## src/rtl/mhic_pkg.sv

```systemverilog
package mhic_pkg;

   // request kinds
   localparam logic [1:0] KIND_START  = 2'd0;
   localparam logic [1:0] KIND_SAMPLE = 2'd1;
   localparam logic [1:0] KIND_TICK   = 2'd2;

   // register select, taken from paddr[2]
   localparam logic REG_CALIB_SECONDS = 1'b0;

   // tracker and offset reset values
   localparam logic signed [17:0] MAX_RESET   = -18'sd65536;
   localparam logic signed [17:0] MIN_RESET   = 18'sd65536;
   localparam logic signed [15:0] OFF_X_RESET = -16'sd217;
   localparam logic signed [15:0] OFF_Y_RESET = 16'sd105;
   localparam logic signed [15:0] OFF_Z_RESET = 16'sd60;

   localparam logic [15:0] TICKS_FULL = 16'hFFFF;

   typedef struct packed {
      logic clear;
      logic track;
      logic finish;
   } lane_cmd_type;

   typedef struct packed {
      logic signed [15:0] cor;
      logic signed [15:0] off;
   } lane_out_type;

   typedef struct packed {
      logic signed [15:0] cor_x;
      logic signed [15:0] cor_y;
      logic signed [15:0] cor_z;
      logic signed [15:0] off_x;
      logic signed [15:0] off_y;
      logic signed [15:0] off_z;
      logic               calibrating;
   } rsp_payload_type;

endpackage

```

## src/rtl/mhic_if.sv

```systemverilog
interface mhic_req_if;
   logic               valid;
   logic               ready;
   logic [1:0]         kind;
   logic signed [15:0] raw_x;
   logic signed [15:0] raw_y;
   logic signed [15:0] raw_z;

   modport source (output valid, kind, raw_x, raw_y, raw_z, input ready);
   modport sink   (input valid, kind, raw_x, raw_y, raw_z, output ready);
endinterface

interface mhic_rsp_if;
   logic               valid;
   logic               ready;
   logic signed [15:0] cor_x;
   logic signed [15:0] cor_y;
   logic signed [15:0] cor_z;
   logic signed [15:0] off_x;
   logic signed [15:0] off_y;
   logic signed [15:0] off_z;
   logic               calibrating;

   modport source (output valid, cor_x, cor_y, cor_z, off_x, off_y, off_z, calibrating,
                   input ready);
   modport sink   (input valid, cor_x, cor_y, cor_z, off_x, off_y, off_z, calibrating,
                   output ready);
endinterface

```

## src/rtl/mag_hard_iron_calibration.sv

```systemverilog
// Three-axis magnetometer hard-iron corrector. Each request is a start
// command, a raw sample or a one-second tick; every request yields exactly
// one response carrying the corrected sample (raw minus offset, z negated
// first, wrapped to 16 bits), the three offsets and the calibrating flag.
// A start zeroes the offsets and runs calibration for calib_seconds ticks
// (register at byte address 0); the offsets then become the midpoint of
// the observed max and min per axis, rounded toward zero. One request is
// taken every clock cycle while the output stage has a free slot: the
// three axis lanes do their compare, midpoint and subtract combinationally,
// and the response is registered in a two-entry output stage, so one more
// request is taken into its second entry after the response side stalls.
module mag_hard_iron_calibration (
   input  logic        clock,
   input  logic        reset,
   mhic_req_if.sink    req_chan,
   mhic_rsp_if.source  rsp_chan,
   input  logic        psel,
   input  logic        penable,
   input  logic        pwrite,
   input  logic [2:0]  paddr,
   input  logic [31:0] pwdata,
   output logic [31:0] prdata,
   output logic        pready
);
   import mhic_pkg::*;

   logic [15:0]  calib_ff;
   logic         fire;
   logic         push_ready;
   logic         calibrating;
   logic         calib_wr;
   lane_cmd_type cmd;
   lane_out_type lane_x, lane_y, lane_z;
   logic signed [15:0] neg_z;

   // Configuration port: zero-wait writes, word select on paddr[2]
   assign pready   = 1'b1;
   assign calib_wr = psel && penable && pwrite && (paddr[2] == REG_CALIB_SECONDS);
   assign prdata   = (paddr[2] == REG_CALIB_SECONDS) ? {16'd0, calib_ff} : '0;

   always_ff @(posedge clock) begin
      if (reset) begin
         calib_ff <= '0;
      end else if (calib_wr) begin
         calib_ff <= pwdata[15:0];
      end
   end

   // Accept a request whenever the output stage has a free slot
   assign req_chan.ready = push_ready;
   assign fire           = req_chan.valid && push_ready;

   // Negate z up front; the most negative code wraps onto itself
   assign neg_z = -req_chan.raw_z;

   // Sequencing: start, tick counting and end of calibration
   mhic_ctrl u_ctrl (
      .clock         (clock),
      .reset         (reset),
      .fire          (fire),
      .kind          (req_chan.kind),
      .calib_seconds (calib_ff),
      .cmd           (cmd),
      .calibrating   (calibrating)
   );

   // One lane per axis: trackers, offset and correction
   mhic_lane u_lane_x (
      .clock    (clock),
      .reset    (reset),
      .cmd      (cmd),
      .raw      (req_chan.raw_x),
      .off_init (OFF_X_RESET),
      .result   (lane_x)
   );

   mhic_lane u_lane_y (
      .clock    (clock),
      .reset    (reset),
      .cmd      (cmd),
      .raw      (req_chan.raw_y),
      .off_init (OFF_Y_RESET),
      .result   (lane_y)
   );

   mhic_lane u_lane_z (
      .clock    (clock),
      .reset    (reset),
      .cmd      (cmd),
      .raw      (neg_z),
      .off_init (OFF_Z_RESET),
      .result   (lane_z)
   );

   // Combine the lanes into one response and hold it until taken
   mhic_merge u_merge (
      .clock       (clock),
      .reset       (reset),
      .push        (fire),
      .lane_x      (lane_x),
      .lane_y      (lane_y),
      .lane_z      (lane_z),
      .calibrating (calibrating),
      .push_ready  (push_ready),
      .rsp         (rsp_chan)
   );

   // While calibrating, all offsets must read zero
   a_zero_offsets: assert property (@(posedge clock) disable iff (reset)
      rsp_chan.valid && rsp_chan.calibrating |->
         rsp_chan.off_x == '0 && rsp_chan.off_y == '0 && rsp_chan.off_z == '0)
      else $error("nonzero offset reported during calibration");

   // Back-pressure only when both output entries are occupied
   a_stall_full: assert property (@(posedge clock) disable iff (reset)
      !req_chan.ready |-> rsp_chan.valid && $past(rsp_chan.valid))
      else $error("request side stalled with an empty output stage");

endmodule

```

## src/rtl/mhic_lane.sv

```systemverilog
module mhic_lane (
   input  logic                  clock,
   input  logic                  reset,
   input  mhic_pkg::lane_cmd_type cmd,
   input  logic signed [15:0]    raw,
   input  logic signed [15:0]    off_init,
   output mhic_pkg::lane_out_type result
);
   import mhic_pkg::*;

   logic signed [17:0] max_ff, max_in, min_ff, min_in;
   logic signed [17:0] max_cur, min_cur, samp_wide;
   logic signed [15:0] off_ff, off_in, samp;
   logic signed [18:0] span_sum;
   logic [18:0]        adj_sum;

   always_comb begin
      samp      = raw - off_ff;
      samp_wide = 18'(samp);
      max_cur   = cmd.clear ? MAX_RESET : max_ff;
      min_cur   = cmd.clear ? MIN_RESET : min_ff;
      max_in    = max_cur;
      min_in    = min_cur;
      if (cmd.track) begin
         if (samp_wide > max_cur) max_in = samp_wide;
         if (samp_wide < min_cur) min_in = samp_wide;
      end
      // midpoint, rounded toward zero: add the sign bit before halving
      span_sum = 19'(max_cur) + 19'(min_cur);
      adj_sum  = span_sum + {18'd0, span_sum[18]};
      off_in   = off_ff;
      if (cmd.clear)  off_in = '0;
      if (cmd.finish) off_in = adj_sum[16:1];
      result.cor = raw - off_in;
      result.off = off_in;
   end

   always_ff @(posedge clock) begin
      if (reset) begin
         max_ff <= MAX_RESET;
         min_ff <= MIN_RESET;
         off_ff <= off_init;
      end else begin
         max_ff <= max_in;
         min_ff <= min_in;
         off_ff <= off_in;
      end
   end

endmodule

```

## src/rtl/mhic_ctrl.sv

```systemverilog
module mhic_ctrl (
   input  logic                   clock,
   input  logic                   reset,
   input  logic                   fire,
   input  logic [1:0]             kind,
   input  logic [15:0]            calib_seconds,
   output mhic_pkg::lane_cmd_type cmd,
   output logic                   calibrating
);
   import mhic_pkg::*;

   logic        busy_ff, busy_in;
   logic [15:0] elapsed_ff, elapsed_in, ticks_next;

   always_comb begin
      cmd        = '0;
      busy_in    = busy_ff;
      elapsed_in = elapsed_ff;
      ticks_next = (elapsed_ff == TICKS_FULL) ? elapsed_ff : elapsed_ff + 16'd1;
      if (fire) begin
         case (kind)
            KIND_START: begin
               cmd.clear  = 1'b1;
               elapsed_in = '0;
               busy_in    = 1'b1;
               if (calib_seconds == '0) begin
                  cmd.finish = 1'b1;
                  busy_in    = 1'b0;
               end
            end
            KIND_SAMPLE: begin
               cmd.track = busy_ff;
            end
            KIND_TICK: begin
               if (busy_ff) begin
                  elapsed_in = ticks_next;
                  if (ticks_next >= calib_seconds) begin
                     cmd.finish = 1'b1;
                     busy_in    = 1'b0;
                  end
               end
            end
            default: begin
            end
         endcase
      end
      calibrating = busy_in;
   end

   always_ff @(posedge clock) begin
      if (reset) begin
         busy_ff    <= 1'b0;
         elapsed_ff <= '0;
      end else begin
         busy_ff    <= busy_in;
         elapsed_ff <= elapsed_in;
      end
   end

   a_zero_length: assert property (@(posedge clock) disable iff (reset)
      fire && kind == KIND_START && calib_seconds == '0 |=> !busy_ff)
      else $error("zero-length calibration left the block busy");

   a_busy_from_start: assert property (@(posedge clock) disable iff (reset)
      $rose(busy_ff) |-> $past(fire && kind == KIND_START))
      else $error("calibration began without a start request");

endmodule

```

## src/rtl/mhic_merge.sv

```systemverilog
module mhic_merge (
   input  logic                   clock,
   input  logic                   reset,
   input  logic                   push,
   input  mhic_pkg::lane_out_type lane_x,
   input  mhic_pkg::lane_out_type lane_y,
   input  mhic_pkg::lane_out_type lane_z,
   input  logic                   calibrating,
   output logic                   push_ready,
   mhic_rsp_if.source             rsp
);
   import mhic_pkg::*;

   rsp_payload_type payload;
   rsp_payload_type main_ff, main_in, skid_ff, skid_in;
   logic            main_valid_ff, main_valid_in, skid_valid_ff, skid_valid_in;
   logic            pop;

   always_comb begin
      payload.cor_x       = lane_x.cor;
      payload.cor_y       = lane_y.cor;
      payload.cor_z       = lane_z.cor;
      payload.off_x       = lane_x.off;
      payload.off_y       = lane_y.off;
      payload.off_z       = lane_z.off;
      payload.calibrating = calibrating;
   end

   assign pop        = main_valid_ff && rsp.ready;
   assign push_ready = !skid_valid_ff;

   always_comb begin
      main_in       = main_ff;
      main_valid_in = main_valid_ff;
      skid_in       = skid_ff;
      skid_valid_in = skid_valid_ff;
      if (!main_valid_ff || pop) begin
         if (skid_valid_ff) begin
            // drain the skid entry; no push can arrive while it is full
            main_in       = skid_ff;
            main_valid_in = 1'b1;
            skid_valid_in = 1'b0;
         end else begin
            main_in       = payload;
            main_valid_in = push;
         end
      end else if (push) begin
         skid_in       = payload;
         skid_valid_in = 1'b1;
      end
   end

   always_ff @(posedge clock) begin
      if (reset) begin
         main_valid_ff <= 1'b0;
         skid_valid_ff <= 1'b0;
      end else begin
         main_valid_ff <= main_valid_in;
         skid_valid_ff <= skid_valid_in;
      end
      main_ff <= main_in;
      skid_ff <= skid_in;
   end

   assign rsp.valid       = main_valid_ff;
   assign rsp.cor_x       = main_ff.cor_x;
   assign rsp.cor_y       = main_ff.cor_y;
   assign rsp.cor_z       = main_ff.cor_z;
   assign rsp.off_x       = main_ff.off_x;
   assign rsp.off_y       = main_ff.off_y;
   assign rsp.off_z       = main_ff.off_z;
   assign rsp.calibrating = main_ff.calibrating;

endmodule

```

## src/flat_wrapper.sv

```systemverilog
// flat-port wrapper written by rule: the top's interface ports become plain ports
module mag_hard_iron_calibration_flat import mhic_pkg::*;
  (clock, reset, psel, penable, pwrite, paddr, pwdata, prdata, pready, req_chan_valid, req_chan_kind, req_chan_raw_x, req_chan_raw_y, req_chan_raw_z, req_chan_ready, rsp_chan_valid, rsp_chan_cor_x, rsp_chan_cor_y, rsp_chan_cor_z, rsp_chan_off_x, rsp_chan_off_y, rsp_chan_off_z, rsp_chan_calibrating, rsp_chan_ready);
  mhic_req_if req_chan_i ();
  mhic_rsp_if rsp_chan_i ();
  input  logic clock;
  input  logic reset;
  input  logic psel;
  input  logic penable;
  input  logic pwrite;
  input  logic [2:0] paddr;
  input  logic [31:0] pwdata;
  output logic [31:0] prdata;
  output logic pready;
  input wire logic [$bits(req_chan_i.valid)-1:0] req_chan_valid;
  input wire logic [$bits(req_chan_i.kind)-1:0] req_chan_kind;
  input wire logic [$bits(req_chan_i.raw_x)-1:0] req_chan_raw_x;
  input wire logic [$bits(req_chan_i.raw_y)-1:0] req_chan_raw_y;
  input wire logic [$bits(req_chan_i.raw_z)-1:0] req_chan_raw_z;
  output wire logic [$bits(req_chan_i.ready)-1:0] req_chan_ready;
  output wire logic [$bits(rsp_chan_i.valid)-1:0] rsp_chan_valid;
  output wire logic [$bits(rsp_chan_i.cor_x)-1:0] rsp_chan_cor_x;
  output wire logic [$bits(rsp_chan_i.cor_y)-1:0] rsp_chan_cor_y;
  output wire logic [$bits(rsp_chan_i.cor_z)-1:0] rsp_chan_cor_z;
  output wire logic [$bits(rsp_chan_i.off_x)-1:0] rsp_chan_off_x;
  output wire logic [$bits(rsp_chan_i.off_y)-1:0] rsp_chan_off_y;
  output wire logic [$bits(rsp_chan_i.off_z)-1:0] rsp_chan_off_z;
  output wire logic [$bits(rsp_chan_i.calibrating)-1:0] rsp_chan_calibrating;
  input wire logic [$bits(rsp_chan_i.ready)-1:0] rsp_chan_ready;
  assign req_chan_i.valid = req_chan_valid;
  assign req_chan_i.kind = req_chan_kind;
  assign req_chan_i.raw_x = req_chan_raw_x;
  assign req_chan_i.raw_y = req_chan_raw_y;
  assign req_chan_i.raw_z = req_chan_raw_z;
  assign req_chan_ready = req_chan_i.ready;
  assign rsp_chan_valid = rsp_chan_i.valid;
  assign rsp_chan_cor_x = rsp_chan_i.cor_x;
  assign rsp_chan_cor_y = rsp_chan_i.cor_y;
  assign rsp_chan_cor_z = rsp_chan_i.cor_z;
  assign rsp_chan_off_x = rsp_chan_i.off_x;
  assign rsp_chan_off_y = rsp_chan_i.off_y;
  assign rsp_chan_off_z = rsp_chan_i.off_z;
  assign rsp_chan_calibrating = rsp_chan_i.calibrating;
  assign rsp_chan_i.ready = rsp_chan_ready;
  mag_hard_iron_calibration u_core (.clock(clock), .reset(reset), .req_chan(req_chan_i), .rsp_chan(rsp_chan_i), .psel(psel), .penable(penable), .pwrite(pwrite), .paddr(paddr), .pwdata(pwdata), .prdata(prdata), .pready(pready));
endmodule
```

## config.mk

```make
export PLATFORM = sky130hd
export DESIGN_NAME = mag_hard_iron_calibration_flat
export DESIGN_NICKNAME = d
export VERILOG_FILES = /design/src/rtl/mhic_pkg.sv /design/src/rtl/mhic_if.sv /design/src/rtl/mag_hard_iron_calibration.sv /design/src/rtl/mhic_lane.sv /design/src/rtl/mhic_ctrl.sv /design/src/rtl/mhic_merge.sv /design/src/flat_wrapper.sv
export SDC_FILE = /design/constraint.sdc
export NUM_CORES = 1
export LEC_CHECK = 0
export ABC_CLOCK_PERIOD_IN_PS = 15740
export BUFFER_PORTS_ARGS = -buffer_cell sky130_fd_sc_hd__buf_2
export CORE_MARGIN = 4
export CORE_UTILIZATION = 64
export CTS_BUF_LIST = sky130_fd_sc_hd__clkbuf_8
export CTS_CLUSTER_SIZE = 40
export DETAILED_ROUTE_END_ITERATION = 8
export GPL_TIMING_DRIVEN = 0
export PLACE_DENSITY = 0.85
export SYNTH_ARGS = -nofsm -noshare
export SYNTH_HDL_FRONTEND = slang
export SYNTH_SLANG_ARGS = --single-unit
```

## constraint.sdc

```tcl
create_clock -name clock -period 15.74 [get_ports clock]
set_clock_uncertainty 0.1 [all_clocks]
set_input_delay 1.574 -clock clock [delete_from_list [all_inputs] [get_ports clock]]
set_output_delay 1.574 -clock clock [all_outputs]
set_load 0.1 [all_outputs]
```

==> tab_implementation.tex <==
\begin{tabular}{lr}
\hline
Metric & Value \\
\hline
\multicolumn{2}{l}{\textbf{Cells and area}} \\
Fraction of layout cells with a size suffix above 1 & 11.9\% \\
Post-route cell area & 0.0294 sq mm \\
Non-filler instance count after layout & 3874 \\
FILL cells & 2984 \\
Net count reported at finish & 3645 \\
Area of combinational cells with multiple inputs & 0.0149 sq mm \\
Utilization of the core after routing & 73.2\% \\
Area grow syn2layout & 12.3\% \\
Storage element area & 0.00965 sq mm \\
\multicolumn{2}{l}{\textbf{Placement}} \\
Worst slack after detailed placement & 3590 ps \\
Hpwl dp & 59300 um \\
Buffers added on ports & 187 \\
Cell Count Post-Placement & 3743 \\
Placed instance area & 0.0279 sq mm \\
GPL Wtd Cong & 0.982 \\
\multicolumn{2}{l}{\textbf{Detailed routing}} \\
Drt via density & 6.07 \\
Length of the first detailed-routing pass in iterations & 8 \\
Violation count after the first detailed-routing iteration & 2398 \\
Post-DRT Antenna Nets & 0 \\
Vias after detailed routing & 23500 \\
Detailed-route wire length & 78100 um \\
\# DRC & 0 \\
Routed length per instance & 20.1 um \\
\multicolumn{2}{l}{\textbf{Global route}} \\
Pin count of the biggest net entering global routing & 73 \\
Remaining Overflow, GRT & 0 \\
Via count of the first global-routing pass & 23000 \\
Global-route wire length before repair & 120000 um \\
Number of antenna violations at the first check in global routing & 6 \\
All-layer global routing usage & 34.1\% \\
\multicolumn{2}{l}{\textbf{Synthesis}} \\
Synth Area in Adders & 13.4\% \\
Cells taking the most area after synthesis & sky130\_fd\_sc\_hd\_\_edfxtp\_1 (22\%), sky130\_fd\_sc\_hd\_\_dfxtp\_1 (15\%), sky130\_fd\_sc\_hd\_\_ha\_1 (12\%) \\
Largest family of logic cells by synthesized area & simple AND/OR/NAND/NOR gates \\
Number of cells produced by synthesis & 3012 \\
Average instance area after synthesis & 8.68 sq um \\
Seq/Total Area, Yosys & 36.9\% \\
Number of storage elements in the synthesis netlist & 385 \\
Xor-xnor portion of the synthesized cell area & 5.02\% \\
Fraction of synthesis flops using an asynchronous set or reset pin & 0\% \\
Largest area contributor in the synthesized netlist & sky130\_fd\_sc\_hd\_\_edfxtp\_1 \\
Number of distinct library cell variants in the gate-level netlist after synthesis & 107 \\
Compound-cell area share of the yosys netlist & 16.1\% \\
Fraction of post-synthesis cell area in the top cell type by area & 22.3\% \\
Most instantiated flip-flop cell in the synthesis netlist & sky130\_fd\_sc\_hd\_\_edfxtp\_1 \\
Count of flip-flops with a built-in enable after synthesis & 194 \\
Fraction of synthesized area in multiplexers & 4.21\% \\
Area fraction in and, or, nand and nor cells after synthesis & 17.9\% \\
Number of warnings issued by yosys & 0 \\
Cell area after technology mapping & 0.0262 sq mm \\
\multicolumn{2}{l}{\textbf{STA}} \\
Setup repair after global routing missed its margin & false \\
Number of pins exceeding their max-slew limit in the final report & 0 \\
Top achievable clock speed & 0.0827 GHz \\
Minimum clock period after layout & 12090 ps \\
Tightest slew margin relative to the limit & 13.1\% \\
Part of the cycle the worst path needs & 76.8\% \\
Number of endpoints failing setup at the final stage & 0 \\
Transition time at the pin with the least slew margin & 1300 ps \\
Setup TNS & 0 ps \\
Final setup slack of the worst path & 3650 ps \\
Fin. Hold Viols & 0 \\
\multicolumn{2}{l}{\textbf{Clocking}} \\
CTS-repair resized insts & 0 \\
Number of clock sinks & 385 \\
Buffer type at the clock tree root & sky130\_fd\_sc\_hd\_\_clkbuf\_8 \\
Latest clock arrival within the worst-skew pair & 660 ps \\
Inserted Clock Buffers & 68 \\
Clock Path Buffers & 3 \\
Number of H-tree levels & 3 \\
Clock-pin transition on the worst setup and hold timing paths & 70 ps \\
Count of hold-fix buffers inserted at cts & 0 \\
TritonCTS clock tree & yes \\
Postcts setup bufs & 0 \\
\multicolumn{2}{l}{\textbf{Power and ir drop}} \\
Power per unit of standard cell area & 103 mW/mm\^{}2 \\
Worst vdd rail ir drop & 0.0000915 V \\
Leakage & 13.1 nW \\
\multicolumn{2}{l}{\textbf{Setup path}} \\
Last element of the critical path & u\_core.u\_merge.rsp.cor\_z[14] \\
Endpoint arrival time on the critical path & 12440 ps \\
Path length in cells of the critical path & 40 \\
Worst EP required & 16090 ps \\
Origin of the worst setup path & u\_core.u\_ctrl.elapsed\_ff[6] \\
Slowest-stage cell, CP & sky130\_fd\_sc\_hd\_\_clkbuf\_1 \\
Worst Path Buf+Inv & 6 \\
FF-to-FF Start & u\_core.u\_ctrl.elapsed\_ff[6] \\
Critical path launch point type & flop \\
R2r endpoint & u\_core.u\_merge.rsp.cor\_z[14] \\
Critical path's largest stage delay & 830 ps \\
Path type of the worst setup path & reg -> reg \\
Critical Path Sink Type & flop \\
R2r setup slk & 3650 ps \\
Worst path top cell family by delay & compound AO/OA/AOI/OAI gates \\
Worst Path Max Fanout & 11 \\
Depth of the most critical reg-to-reg path & 40 \\
\multicolumn{2}{l}{\textbf{Die}} \\
Total I/O pin count & 224 \\
Number of placement rows & 73 \\
X dimension of the die & 210 um \\
Initial core utilization & 65.2\% \\
Vertical die dimension & 210 um \\
Total core area & 0.0401 sq mm \\
Die Outline Area & 0.0442 sq mm \\
\multicolumn{2}{l}{\textbf{Run status}} \\
Outcome & completed \\
\multicolumn{2}{l}{\textbf{Job}} \\
Max-cap check violation count & 0 \\
\multicolumn{2}{l}{\textbf{Hold path}} \\
Hold/Removal Path Class & reg -> reg \\
\hline
\end{tabular}
==> cell families (layout without fill, tap and decap cells) <==
| logic type | Yosys count | in the layout |
|---|---|---|
| compound gates | 652 | 652 |
| simple gates | 1018 | 1018 |
| mux | 105 | 105 |
| buf+inv | 429 | 744 |
| other cells | 2 | 24 |
| xor+xnor | 146 | 146 |
| fa+ha+maj | 275 | 275 |
| flops | 385 | 385 |
==> registers in the layout, indices dropped and copies added (netlist names), 18 cells and up <==
register                count
u_core.u_lane_x.max_ff     18
u_core.u_lane_x.min_ff     18
u_core.u_lane_y.max_ff     18
u_core.u_lane_y.min_ff     18
u_core.u_lane_z.max_ff     18
u_core.u_lane_z.min_ff     18
u_core.u_merge.skid_ff     97
==> report_power, final <==
part	switching, mW	internal, mW
Combinational	0.670	0.220
Sequential	0.0169	1.13
Clock	0.450	0.550
==> worst min-delay path by stage <==
| stage | startpoint | endpoint | depth (start not counted) |
|---|---|---|---|
| floorplan | u_core.calib_ff[10] | u_core.calib_ff[10] | 2 |
| global placement | u_core.calib_ff[12] | u_core.calib_ff[12] | 2 |
| detailed placement | u_core.calib_ff[4] | u_core.calib_ff[4] | 2 |
| CTS | u_core.calib_ff[4] | u_core.calib_ff[4] | 2 |
| global route | u_core.calib_ff[14] | u_core.calib_ff[14] | 2 |
| finish | u_core.calib_ff[14] | u_core.calib_ff[14] | 2 |
==> layout make-up <==
class	count	area share (%)
well taps	525	2.24
clock buffers	77	3.61
diodes	7	0.0597
clock inverters	47	1.27
inverters	308	3.94
multi-input cells	2213	50.7
flip-flops and latches	385	32.9
repair buffers	191	3.51
plain buffers	121	1.79
==> through the flow <==
stage / total power [mW] / hold slack (ps)
global route: 3.14 / 372
detailed placement: 2.04 / 350
CTS: 3.03 / 358
global placement: 2.01 / 343
floorplan: 1.84 / 336
finish: 3.04 / 356
==> tightest hold or removal path, cell delays in order (launching register included) <==
cell and delay (ps):
sky130_fd_sc_hd__dfxtp_1 310, sky130_fd_sc_hd__nand2_1 50, sky130_fd_sc_hd__a21oi_1 50
==> cells in the mapped netlist, types with 25 or more instances <==
cell type / instances
sky130_fd_sc_hd__inv_1: 307
sky130_fd_sc_hd__and2_1: 47
sky130_fd_sc_hd__clkbuf_1: 80
sky130_fd_sc_hd__a21boi_0: 32
sky130_fd_sc_hd__nand2b_1: 25
sky130_fd_sc_hd__ha_1: 256
sky130_fd_sc_hd__xnor2_1: 91
sky130_fd_sc_hd__nor2_1: 305
sky130_fd_sc_hd__mux2_2: 37
sky130_fd_sc_hd__a21oi_1: 179
sky130_fd_sc_hd__nand2_1: 353
sky130_fd_sc_hd__o21ai_0: 157
sky130_fd_sc_hd__mux2i_1: 67
sky130_fd_sc_hd__xor2_1: 52
sky130_fd_sc_hd__edfxtp_1: 194
sky130_fd_sc_hd__a21o_1: 64
sky130_fd_sc_hd__nand4_1: 35
sky130_fd_sc_hd__dfxtp_1: 191
sky130_fd_sc_hd__nor2b_1: 27
sky130_fd_sc_hd__o21a_1: 29
sky130_fd_sc_hd__nor3_1: 46
sky130_fd_sc_hd__nand3_1: 70
==> cells in the final DEF (no fill, tap or decap), drive strengths merged, types with 35 or more instances in the layout <==
master / count
o21ai: 170
nand4: 35
buf: 231
nand2: 353
xnor2: 92
a21o: 64
mux2: 38
mux2i: 67
xor2: 52
and2: 48
nor3: 46
edfxtp: 194
a21oi: 181
clkbuf: 158
nand3: 70
dfxtp: 191
ha: 256
nor2: 305
inv: 326
==> metal layers <==
metal  share of wire (%)  global-route usage, %  vias to the layer above
met5               0.056                      0                        -
li1                    -                      -                    11100
met2                  46                   56.0                     1177
met4                 5.3                   18.1                        6
met1                  40                   42.9                    11000
met3                 9.0                   6.40                      248
No activity file was read; power rests on OpenSTA's default activity.
